[config.mk]
export PLATFORM = sky130hd
export DESIGN_NAME = per_track_timestamp_delta_unwrapper_top
export DESIGN_NICKNAME = d
export VERILOG_FILES = /design/src/rtl/core/ptdu_pkg.sv /design/src/rtl/core/ptdu_front.sv /design/src/rtl/core/ptdu_fifo.sv /design/src/rtl/core/ptdu_back.sv /design/src/rtl/core/per_track_timestamp_delta_unwrapper_top.sv
export VERILOG_INCLUDE_DIRS = /design/src /design/src/rtl/core
export SDC_FILE = /design/constraint.sdc
export NUM_CORES = 2
export LEC_CHECK = 0
export BUFFER_PORTS_ARGS = -buffer_cell sky130_fd_sc_hd__buf_2
export CELL_PAD_IN_SITES_DETAIL_PLACEMENT = 0
export CELL_PAD_IN_SITES_GLOBAL_PLACEMENT = 1
export CORE_ASPECT_RATIO = 1.4
export CORE_MARGIN = 2
export CORE_UTILIZATION = 30
export DETAILED_ROUTE_END_ITERATION = 16
export PLACE_DENSITY_LB_ADDON = 0.1
export SYNTH_ARGS = -nofsm -noshare
export SYNTH_HDL_FRONTEND = slang
export SYNTH_SLANG_ARGS = --single-unit
[constraint.sdc]
create_clock -name i_clk -period 13.14 [get_ports i_clk]
set_input_delay 1.971 -clock i_clk [delete_from_list [all_inputs] [get_ports i_clk]]
set_output_delay 1.971 -clock i_clk [all_outputs]
set_load 0.02 [all_outputs]
[src/rtl/core/assert_macros.svh]
// ----------------------------------------------------------------------------
// assert_macros.svh
// shared concurrent assertion macros, sampled on i_clk, off during reset
// ----------------------------------------------------------------------------
`ifndef ASSERT_MACROS_SVH
`define ASSERT_MACROS_SVH

// same-cycle implication
`define ASSERT_IMP(label, ante, cons) \
    label: assert property (@(posedge i_clk) disable iff (!i_rst_n) (ante) |-> (cons)) \
        else $error("assertion failed");

// next-cycle implication
`define ASSERT_NEXT(label, ante, cons) \
    label: assert property (@(posedge i_clk) disable iff (!i_rst_n) (ante) |=> (cons)) \
        else $error("assertion failed");

`endif

[src/rtl/core/ptdu_pkg.sv]
// ----------------------------------------------------------------------------
// ptdu_pkg
// shared types and constants of the per-track timestamp unwrapper
// ----------------------------------------------------------------------------
package ptdu_pkg;

    localparam int TRACKS_DEF = 16;
    localparam int TRK_W      = 8;   // wide enough for up to 256 tracks
    localparam int Q_DEPTH    = 2;

    localparam int TS_W    = 32;
    localparam int MAX_W   = 33;
    localparam int TSX_W   = 46;     // ts * 10000
    localparam int MAXX_W  = 47;     // max * 9999
    localparam int DELTA_W = 34;     // internal delta, may exceed 33 bits
    localparam int RUN_W   = 63;

    localparam logic [13:0] WRAP_TS_MUL  = 14'd10000;
    localparam logic [13:0] WRAP_MAX_MUL = 14'd9999;

    localparam logic [MAX_W-1:0]  MAX_TS_RST = 33'h1_0000_0000;
    localparam logic [MAXX_W-1:0] MAX_X_RST  =
        MAXX_W'(MAX_TS_RST) * MAXX_W'(WRAP_MAX_MUL);

    typedef enum logic [2:0] {
        EV_FIRST   = 3'd0,
        EV_NORMAL  = 3'd1,
        EV_WRAPPED = 3'd2,
        EV_CHANGED = 3'd3,
        EV_CLEARED = 3'd4
    } t_event_kind;

    // reduced and scaled transaction between front and back
    typedef struct packed {
        logic             clr;
        logic [TRK_W-1:0] trk;
        logic [TS_W-1:0]  ts;
        logic [TSX_W-1:0] ts_x;
    } t_item;

endpackage

[src/rtl/core/ptdu_front.sv]
// ----------------------------------------------------------------------------
// ptdu_front
// accepts input transactions, reduces the track index and scales the timestamp
// ----------------------------------------------------------------------------
module ptdu_front
    import ptdu_pkg::*;
#(
    parameter int TRACKS = TRACKS_DEF
) (
    input  logic        i_clk,
    input  logic        i_rst_n,
    input  logic        i_valid,
    output logic        o_stall,
    input  logic        i_func,
    input  logic [3:0]  i_track_index,
    input  logic [31:0] i_source_timestamp,
    output logic        o_push,
    output t_item       o_item,
    input  logic        i_q_full
);

    logic  r_valid;
    t_item r_item;
    t_item n_item;
    logic  w_accept;

    assign o_stall  = r_valid && i_q_full;
    assign w_accept = i_valid && !o_stall;
    assign o_push   = r_valid && !i_q_full;
    assign o_item   = r_item;

    always_comb begin
        n_item.clr  = i_func;
        n_item.trk  = '0;
        n_item.ts   = i_source_timestamp;
        n_item.ts_x = TSX_W'(i_source_timestamp) * TSX_W'(WRAP_TS_MUL);
        // track index modulo track count, as a small constant table
        for (int k = 0; k < 16; k++) begin
            if (i_track_index == 4'(k)) begin
                n_item.trk = TRK_W'(k % TRACKS);
            end
        end
    end

    always_ff @(posedge i_clk) begin
        if (!i_rst_n) begin
            r_valid <= 1'b0;
        end else if (w_accept) begin
            r_valid <= 1'b1;
        end else if (o_push) begin
            r_valid <= 1'b0;
        end
    end

    always_ff @(posedge i_clk) begin
        if (w_accept) begin
            r_item <= n_item;
        end
    end

endmodule

[src/rtl/core/ptdu_fifo.sv]
// ----------------------------------------------------------------------------
// ptdu_fifo
// short queue decoupling the front and back parts
// ----------------------------------------------------------------------------
`include "assert_macros.svh"

module ptdu_fifo
    import ptdu_pkg::*;
#(
    parameter int DEPTH = Q_DEPTH
) (
    input  logic  i_clk,
    input  logic  i_rst_n,
    input  logic  i_push,
    input  t_item i_item,
    output logic  o_full,
    output logic  o_valid,
    output t_item o_item,
    input  logic  i_pop
);

    localparam int PW = (DEPTH > 1) ? $clog2(DEPTH) : 1;
    localparam int CW = $clog2(DEPTH + 1);

    t_item         r_mem [DEPTH];
    logic [PW-1:0] r_wr_ptr;
    logic [PW-1:0] r_rd_ptr;
    logic [CW-1:0] r_count;

    assign o_full  = (r_count == CW'(DEPTH));
    assign o_valid = (r_count != '0);
    assign o_item  = r_mem[r_rd_ptr];

    always_ff @(posedge i_clk) begin
        if (!i_rst_n) begin
            r_wr_ptr <= '0;
            r_rd_ptr <= '0;
            r_count  <= '0;
        end else begin
            if (i_push) begin
                r_wr_ptr <= (r_wr_ptr == PW'(DEPTH - 1)) ? '0 : r_wr_ptr + 1'b1;
            end
            if (i_pop) begin
                r_rd_ptr <= (r_rd_ptr == PW'(DEPTH - 1)) ? '0 : r_rd_ptr + 1'b1;
            end
            if (i_push && !i_pop) begin
                r_count <= r_count + 1'b1;
            end else if (!i_push && i_pop) begin
                r_count <= r_count - 1'b1;
            end
        end
    end

    always_ff @(posedge i_clk) begin
        if (i_push) begin
            r_mem[r_wr_ptr] <= i_item;
        end
    end

    `ASSERT_IMP(a_no_overflow, i_push, !o_full)
    `ASSERT_IMP(a_no_underflow, i_pop, o_valid)
    `ASSERT_NEXT(a_count_up, i_push && !i_pop, r_count == $past(r_count) + 1'b1)

endmodule

[src/rtl/core/ptdu_back.sv]
// ----------------------------------------------------------------------------
// ptdu_back
// per-track table update, delta and saturating accumulate, output register
// ----------------------------------------------------------------------------
`include "assert_macros.svh"

module ptdu_back
    import ptdu_pkg::*;
#(
    parameter int TRACKS = TRACKS_DEF
) (
    input  logic                i_clk,
    input  logic                i_rst_n,
    input  logic [MAX_W-1:0]    i_max_ts,
    input  logic [MAXX_W-1:0]   i_max_x,
    input  logic                i_q_valid,
    input  t_item               i_item,
    output logic                o_pop,
    output logic                o_valid,
    input  logic                i_stall,
    output logic [RUN_W-1:0]    o_adjusted_timestamp,
    output logic [MAX_W-1:0]    o_applied_delta,
    output logic [2:0]          o_event_kind
);

    localparam int TW = (TRACKS > 1) ? $clog2(TRACKS) : 1;

    logic [TRACKS-1:0] r_seen;
    logic [TS_W-1:0]   r_last   [TRACKS];
    logic [TSX_W-1:0]  r_last_x [TRACKS];
    logic [RUN_W-1:0]  r_run    [TRACKS];

    logic              r_out_valid;
    logic [RUN_W-1:0]  r_adj;
    logic [MAX_W-1:0]  r_delta;
    t_event_kind       r_kind;

    logic [TW-1:0]      w_idx;
    logic [TS_W-1:0]    w_last;
    logic [DELTA_W-1:0] w_pos;
    logic [DELTA_W-1:0] w_delta;
    logic [RUN_W:0]     w_sum;
    logic [RUN_W-1:0]   w_run_nx;
    t_event_kind        w_kind;

    assign o_pop = i_q_valid && (!r_out_valid || !i_stall);
    assign w_idx  = i_item.trk[TW-1:0];
    assign w_last = r_last[w_idx];
    assign w_pos  = DELTA_W'(i_max_ts) + DELTA_W'(i_item.ts);

    always_comb begin
        w_delta = '0;
        if (i_item.clr) begin
            w_kind = EV_CLEARED;
        end else if (!r_seen[w_idx]) begin
            w_kind = EV_FIRST;
        end else if (i_item.ts >= w_last) begin
            w_kind  = EV_NORMAL;
            w_delta = DELTA_W'(i_item.ts) - DELTA_W'(w_last);
        end else if (MAXX_W'(r_last_x[w_idx]) > i_max_x) begin
            w_kind = EV_WRAPPED;
            // negative wrap delta only with an out-of-range modulus
            if (w_pos > DELTA_W'(w_last)) begin
                w_delta = w_pos - DELTA_W'(w_last);
            end
        end else begin
            w_kind = EV_CHANGED;
        end
    end

    assign w_sum    = (RUN_W + 1)'(r_run[w_idx]) + (RUN_W + 1)'(w_delta);
    assign w_run_nx = w_sum[RUN_W] ? {RUN_W{1'b1}} : w_sum[RUN_W-1:0];

    // seen flags and running sums
    always_ff @(posedge i_clk) begin
        if (!i_rst_n) begin
            r_seen <= '0;
            for (int t = 0; t < TRACKS; t++) begin
                r_run[t] <= '0;
            end
        end else if (o_pop) begin
            if (i_item.clr) begin
                r_seen <= '0;
            end else begin
                r_seen[w_idx] <= 1'b1;
                r_run[w_idx]  <= w_run_nx;
            end
        end
    end

    // last timestamp store, read only while seen
    always_ff @(posedge i_clk) begin
        if (o_pop && !i_item.clr) begin
            r_last[w_idx]   <= i_item.ts;
            r_last_x[w_idx] <= i_item.ts_x;
        end
    end

    always_ff @(posedge i_clk) begin
        if (!i_rst_n) begin
            r_out_valid <= 1'b0;
        end else if (o_pop) begin
            r_out_valid <= 1'b1;
        end else if (!i_stall) begin
            r_out_valid <= 1'b0;
        end
    end

    always_ff @(posedge i_clk) begin
        if (o_pop) begin
            r_adj   <= i_item.clr ? '0 : w_run_nx;
            r_delta <= w_delta[MAX_W-1:0];
            r_kind  <= w_kind;
        end
    end

    assign o_valid              = r_out_valid;
    assign o_adjusted_timestamp = r_adj;
    assign o_applied_delta      = r_delta;
    assign o_event_kind         = r_kind;

    `ASSERT_IMP(a_clear_zero, r_out_valid && r_kind == EV_CLEARED, r_adj == '0 && r_delta == '0)
    `ASSERT_IMP(a_first_zero, r_out_valid && r_kind == EV_FIRST, r_delta == '0)
    `ASSERT_NEXT(a_clear_drops, o_pop && i_item.clr, r_seen == '0)

endmodule

[src/rtl/core/per_track_timestamp_delta_unwrapper_top.sv]
// ----------------------------------------------------------------------------
// per_track_timestamp_delta_unwrapper_top
// path: the front register, the queue, then the back output register
// throughput: one transaction per cycle while the result channel is not stalled
// reset: synchronous active-low; clears seen flags, running sums, queue, and
// sets the modulus to 2^32; no clearing pass, the block is ready right away
// ----------------------------------------------------------------------------
module per_track_timestamp_delta_unwrapper_top
    import ptdu_pkg::*;
#(
    parameter int TRACKS = TRACKS_DEF
) (
    input  logic        i_clk,
    input  logic        i_rst_n,
    // configuration: modulus of the source timestamp
    input  logic        i_cfg_we,
    input  logic [32:0] i_cfg_wdata,
    // input channel
    input  logic        i_valid,
    output logic        o_stall,
    input  logic        i_func,
    input  logic [3:0]  i_track_index,
    input  logic [31:0] i_source_timestamp,
    // result channel
    output logic        o_valid,
    input  logic        i_stall,
    output logic [62:0] o_adjusted_timestamp,
    output logic [32:0] o_applied_delta,
    output logic [2:0]  o_event_kind
);

    // modulus and its 99.99% comparison product, both held in registers so
    // the wrap test per transaction is a plain 47-bit compare
    logic [MAX_W-1:0]  r_max_ts;
    logic [MAXX_W-1:0] r_max_x;

    // front to queue
    logic  w_push;
    t_item w_push_item;
    logic  w_q_full;

    // queue to back
    logic  w_q_valid;
    t_item w_q_item;
    logic  w_pop;

    always_ff @(posedge i_clk) begin
        if (!i_rst_n) begin
            r_max_ts <= MAX_TS_RST;
            r_max_x  <= MAX_X_RST;
        end else if (i_cfg_we) begin
            r_max_ts <= i_cfg_wdata;
            r_max_x  <= MAXX_W'(i_cfg_wdata) * MAXX_W'(WRAP_MAX_MUL);
        end
    end

    // front: takes the transaction, reduces the track, scales ts by 10000
    ptdu_front #(
        .TRACKS (TRACKS)
    ) u_front (
        .i_clk              (i_clk),
        .i_rst_n            (i_rst_n),
        .i_valid            (i_valid),
        .o_stall            (o_stall),
        .i_func             (i_func),
        .i_track_index      (i_track_index),
        .i_source_timestamp (i_source_timestamp),
        .o_push             (w_push),
        .o_item             (w_push_item),
        .i_q_full           (w_q_full)
    );

    // short queue so a stalled result does not hold up the front
    ptdu_fifo #(
        .DEPTH (Q_DEPTH)
    ) u_fifo (
        .i_clk   (i_clk),
        .i_rst_n (i_rst_n),
        .i_push  (w_push),
        .i_item  (w_push_item),
        .o_full  (w_q_full),
        .o_valid (w_q_valid),
        .o_item  (w_q_item),
        .i_pop   (w_pop)
    );

    // back: per-track read-modify-write and the result register
    ptdu_back #(
        .TRACKS (TRACKS)
    ) u_back (
        .i_clk                (i_clk),
        .i_rst_n              (i_rst_n),
        .i_max_ts             (r_max_ts),
        .i_max_x              (r_max_x),
        .i_q_valid            (w_q_valid),
        .i_item               (w_q_item),
        .o_pop                (w_pop),
        .o_valid              (o_valid),
        .i_stall              (i_stall),
        .o_adjusted_timestamp (o_adjusted_timestamp),
        .o_applied_delta      (o_applied_delta),
        .o_event_kind         (o_event_kind)
    );

endmodule
; ---- Word level (Yosys, flattened, before mapping)
; Memory sizes are Yosys's and may differ from the RTL's. A register that Yosys moved wholly into a read port is not among the register bits.
; Cells that the tools add are included.
[op_classes]
order_cmp = 5
reduce_logical = 26
n_mux = 50
add_sub_neg = 8
div = 0
shift = 0
eq_ne = 17
n_bitwise = 2
mul = 2
[ops]
columns = cell, count
row1 = $mux W34, 5
row2 = $mux W63, 2
row3 = $add A63 B34 Y64, 1
row4 = $reduce_or A63 Y1, 1
row5 = $gt A46 B47 Y1, 1
row6 = $mul A33 B14 Y47 const B, 1
row7 = $mul A32 B10 Y42 const B, 1
row8 = $add A33 B32 Y34, 1
row9 = $gt A34 B32 Y1, 1
row10 = $sub A34 B32 Y34, 1
row11 = $sub A32 B32 Y33, 1
row12 = $eq A4 B4 Y1 const B, 8
row13 = $ge A32 B32 Y1, 1
row14 = $mux W3, 10
row15 = $mux W1, 23
row16 = $eq A4 B3 Y1 const B, 4
row17 = $mux W16, 1
row18 = $or A16 B16 Y16, 1
row19 = $reduce_or A14 Y1, 1
row20 = $mux W2, 6
row21 = $eq A4 B2 Y1 const B, 2
row22 = $logic_and A1 B1 Y1, 8
row23 = $reduce_or A8 Y1, 1
row24 = $logic_not A1 Y1, 7
row25 = 17 further kinds, 21
[totals]
n_memories = 4
reg_bits = 284
latch_bits = 0
rom_bits = 0
input_bits = 75
ram_bits = 2422
output_inout_bits = 101
[memory_table]
columns = name, depth, width, rd, rd_ports_with_merged_regs, write_ports, line_no
row1 = u_back.r_run, 16, 63, 1, 0, 16, ptdu_back.sv:31  ; logic [RUN_W-1:0] r_run [TRACKS];
row2 = u_back.r_last_x, 16, 46, 1, 0, 1, ptdu_back.sv:30  ; logic [TSX_W-1:0] r_last_x [TRACKS];
row3 = u_back.r_last, 16, 32, 1, 0, 1, ptdu_back.sv:29  ; logic [TS_W-1:0] r_last [TRACKS];
row4 = u_fifo.r_mem, 2, 83, 1, 1, 1, ptdu_fifo.sv:25  ; t_item r_mem [DEPTH];

; ---- Longest topological paths before layout
[logic_depth]
word_depth = 15
depth_mapped = 42
ltp_nobuf = 37

; ---- Hierarchy
; From an unflattened synthesis, not the netlist that was laid out.
[hier_totals]
hier_cells = 8381
area_unflattened_um2 = 129828.3
[by_module_without_submodules]
columns = mod, instances, area_per_inst_um2, cells_each
row1 = ptdu_back, 1, 103635.6, 6085
row2 = per_track_timestamp_delta_unwrapper_top, 1, 11636.2, 1266
row3 = ptdu_front, 1, 7938.9, 737
row4 = ptdu_fifo, 1, 6617.6, 293

; ---- Worst setup path before layout
; No wires, ideal clock.
[synth_path]
path_type = register to register
from = register with a tool-made name
to = memory u_back.r_run[8][45], data pin
required_ns = 12.862
period_less_slack_ns = 9.718
path_slack_ns = 3.422
setup_time_ns = 0.278
path_stages_with_launch = 38
arrival_time_ns = 9.440
cell_sequence = dfxtp_1 -> buf_2 -> clkbuf_1 -> buf_1 -> mux2_2 -> ha_1 -> a211oi_1 -> o211ai_1 -> a41oi_1 -> nor3_1 -> nor4_1 -> o32ai_1 -> a221o_1 -> a31oi_1 -> nor3_1 -> a311o_1 -> ha_1 -> o21a_1 -> [... 2 more ...] -> o21ai_0 -> o31a_1 -> o21ai_1 -> clkbuf_1 -> o22ai_1 -> ha_1 -> and2_1 -> a311o_1 -> nor3_1 -> o21ai_0 -> a41oi_1 -> o31a_1 -> o21a_1 -> o21ai_1 -> buf_4 -> a21oi_1 -> clkbuf_1 -> nor3_2
[synth_lines]
columns = item, line_no
row1 = "end, declared", ptdu_back.sv:31

==> results <==
- The run finished with clean final reports.
- The starting density of the core is 0.301.
- The worst pin sits at a relative slew slack of 0.0914.
- In this run, the number of DRC markers left after iteration 0 of detailed routing was 6,163.
- Dividing the final minimum period by the clock period gives 0.883.
- Clock latency on the worst-skew pair, taken at its later pin, is 0.95 ns.
- The maximum fanout encountered on the critical timing path is 28.
- The warning count from the yosys run is 0.
- The number of antenna violations at the first check in global routing is 36.
- STA classifies the critical path endpoint as a register.
- After legalization and detailed placement, the total HPWL measured 284 mm.
- The switching part of the total power is 0.403.
- In this run the vertical extent of the chip is 761 microns.
- The post-synthesis cell type count is 101.
- The total global routing track utilization is 0.218.
- Counting flops with an async set or reset pin after synthesis yields a share of 0.
- Leaving out fill and tap cells, the most frequent cells in the layout are 2,452 x sky130_fd_sc_hd__edfxtp_1, 835 x sky130_fd_sc_hd__nor2_1, 578 x sky130_fd_sc_hd__inv_1.
- For hold timing, the worst endpoint is u_fifo.r_mem[0][30].
- The TritonCTS clock tree is yes.
- The area after detailed placement is 132,000 sq um.
- The net count of the finished layout is 9,457.
- The share of the Yosys chip area taken by registers is 0.616.
- The total power after layout is 32.5 mW.
- The average detailed-routed wire length per instance is 31.9 microns.
- The largest individual stage delay along the critical path comes from the cell sky130_fd_sc_hd__mux2i_1.
- The critical path in this run is classified as reg2reg.
- The core area is 409,000 sq um.
- The most common library cell in the layout ignoring fill and taps is sky130_fd_sc_hd__edfxtp_1.
- The part of the total power dissipated in the clock network is 0.246.
- For this run the aggregate overflow at the end of global routing stands at 0.
- The synthesized net count is 9,192.
- The maximum number of pins on one net before global-route repair is 88.
- The smallest clock period supported by the final layout is computed as 11.60 ns.
- The number of hold-slack violations in the final timing report is 0.
- The fraction of layout instances using a drive strength above 1 is 0.186.
- The cell chosen for the clock root is sky130_fd_sc_hd__clkbuf_16.
- The top-level port count is 176.
- Hold timing on the final database bottoms out at a slack of 0.393 ns.
- The post-CTS resize count is 0.
- The number of iterations in the first detailed-routing pass is 9.
- The number of routed nets with antenna violations is 0.
- In the synthesized netlist, the number of instances is 8,382.
- Of the total power, combinational logic draws 0.433.
- The fraction of post-synthesis cell area in the top cell type by area is 0.599.
- By area the synthesized netlist is led by sky130_fd_sc_hd__edfxtp_1 60%, sky130_fd_sc_hd__mux4_2 9.1%, sky130_fd_sc_hd__ha_1 4.8%.
- The sequential share of power is 0.321.
- For the pin with the worst max-slew slack, the measured transition is 1.36 ns.
- The arrival time at the worst endpoint is 12.25 ns.
- The via count of the first global-routing pass is 78,276.
- Once the clock tree was built, the setup fixing pass inserted 0 buffers.
- The post-synthesis average cell area is 14.7 sq um.
- The internal power is 19.4 mW.
- Derived from the worst setup path, the maximum achievable clock frequency is 86.2 MHz.
- The area of the mapped netlist is 123,000 sq um.
- The final standard cell area without fillers is 141,000 sq um.
- The net switching power figure is 13.1 mW.
- Clock skew on the completed layout was measured at 0.0623 ns.
- In this run the most critical hold path is launched from u_front.o_item[34].
- The synthesized design contains 2,554 register bits.
- The area growth from synthesis to layout is 14.7%.
- The power density relative to cell area is 231 nW/um^2.
- For this design, the CTS-stage hold fixing added 0 buffers.
- Along the worst hold path, the cell count comes to 0.
- The startpoint class of the critical path is a register.
- The count of vias placed by the detailed router is 74,811.
- The worst hold path class is reg2reg.
- The die outline area is 415,000 sq um.
- The congestion estimate from routability-driven global placement came to 0.856.
- Buffers placed on the I/O ports in this run total 175.
- For this run, design rule violations remaining after detail routing come to 0.
- The TritonCTS sink count is 2,554.
- Counting flops with a built-in enable in the synthesized netlist gives 2,452.
- The initialized floorplan defines 278 standard-cell rows.
- The path depth of the worst reg2reg path is 34.
- The worst register-to-register path ends at u_back.r_run[13][4].
- Across the VDD grid, the largest voltage drop is 0.187 mV.
- The number of max-cap violations is 0.
- The data required time at the worst endpoint is 13.79 ns.
- Setup repair after global routing left no endpoint under its margin.
- After clock tree synthesis, the clock-pin slew on the worst setup and hold paths is 0.06 ns.
- The final-report max-slew violation count is 0.
- The final total negative setup slack is 0 ns.
- For this run, the slowest stage of the critical path takes 0.77 ns.
- The wire length of the first global-routing pass is 632 mm.
- Among all flip-flop cells after synthesis, the most frequent one is sky130_fd_sc_hd__edfxtp_1.
- The analysis attributes to cell leakage a power of 50.8 nW.
- The H-tree was split into 5 levels.
- The maximum root-to-sink buffer count is 4.
- The number of buffers created by CTS is 289.
- The cell type contributing the most total cell area after synthesis is sky130_fd_sc_hd__edfxtp_1.
- Setup violations remaining at the end of the flow were counted as 0.
- The die extent in x is 545 microns.
- The final wirelength is 458 mm.
- Across all register-to-register paths, the minimum setup slack is 1.54 ns.
- The via density per instance is 5.22.
## logic make-up (layout without fill, tap and decap cells)
logic type,Yosys count,count (layout),synth area share
flip-flops,2554,2554,0.616
AND/OR/NAND/NOR,1828,1828,0.0689
other,0,12,0
adder cells (fa/ha/maj),735,735,0.0908
XOR/XNOR,182,182,0.0130
AO/OA/AOI/OAI,1377,1377,0.0721
buffers and inverters,1070,1554,0.0361
multiplexers,636,636,0.103
## cell type report
class | count | area (sq um)
Multi-Input combinational cell | 4758 | 43600
Fill cell | 39611 | 268000
Tap cell | 5460 | 6830
Sequential cell | 2554 | 75700
Inverter | 580 | 2180
Timing Repair Buffer | 464 | 3520
Antenna cell | 12 | 30.0
Clock buffer | 369 | 7740
Clock inverter | 141 | 1360
## metal layers
layer / wire length (microns) / GRT usage / vias to the layer above
met2: 246000 / 0.405 / 2029
met3: 19000 / 0.0254 / 496
met4: 13900 / 0.0613 / 4
met5: 27 / 0 / -
li1: - / - / 32152
met1: 179000 / 0.263 / 40130
## stage by stage
stage          setup WS, ns  std cells   util
6_report               1.54      14338  0.345
3_3_place_gp           1.51      13816  0.323
5_1_grt               0.670      14328  0.345
3_5_place_dp           1.53      13816  0.323
2_1_floorplan          3.42       8382      -
4_1_cts                1.51      14326  0.345
## state kept, by name (all words and copies together) (netlist names), 16 cells and up, named ones only
signal and cells:
r_max_ts 33, u_back.r_seen 16, u_back.r_run 1008, u_back.r_last_x 608, u_back.o_applied_delta 33, u_front.o_item 75
u_back.r_last 512, r_max_x 46, u_fifo.r_mem 150, u_back.o_adjusted_timestamp 63
## critical path: cells and delay by family, from the launching register on
kind | cells | cell delay [ns]
compound gates | 21 | 6.71
fa+ha+maj | 3 | 1.17
simple gates | 6 | 1.11
buf+inv | 3 | 0.99
mux | 1 | 0.77
flops | 1 | 0.50
## power groups by stage
stage	sequential [mW]	combinational (mW)	clock, mW
after floorplan	10.6	8.78	0
after global placement	10.6	14.2	0
after detailed placement	10.6	14.2	0
after CTS	10.4	14.3	8.21
after global routing	10.5	15.3	8.50
final	10.4	14.1	8.02
## synthesized netlist by cell type, drive strengths merged (67+ instances only)
library cell	instances
nand3	140
nor3	221
xor2	72
clkbuf	306
nor2b	82
mux4	496
inv	579
buf	184
dfxtp	102
ha	474
a21oi	548
o22ai	213
a21o	114
nand2	332
nor2	859
xnor2	110
fa	261
edfxtp	2452
mux2i	67
o21ai	150
mux2	73
## worst max-delay path by stage
| stage | end | from | slack, ns | cells after the start |
|---|---|---|---|---|
| global placement | u_back.r_run[12][4] | register | 1.51 | 37 |
| CTS | u_back.r_run[13][4] | register | 1.51 | 34 |
| global route | u_back.r_run[15][4] | register | 0.67 | 34 |
| finish | u_back.r_run[13][4] | register | 1.54 | 34 |
| floorplan | u_back.r_run[8][45] | register | 3.42 | 37 |
| detailed placement | u_back.r_run[13][4] | register | 1.53 | 34 |
(Power assumes the default switching activity.)
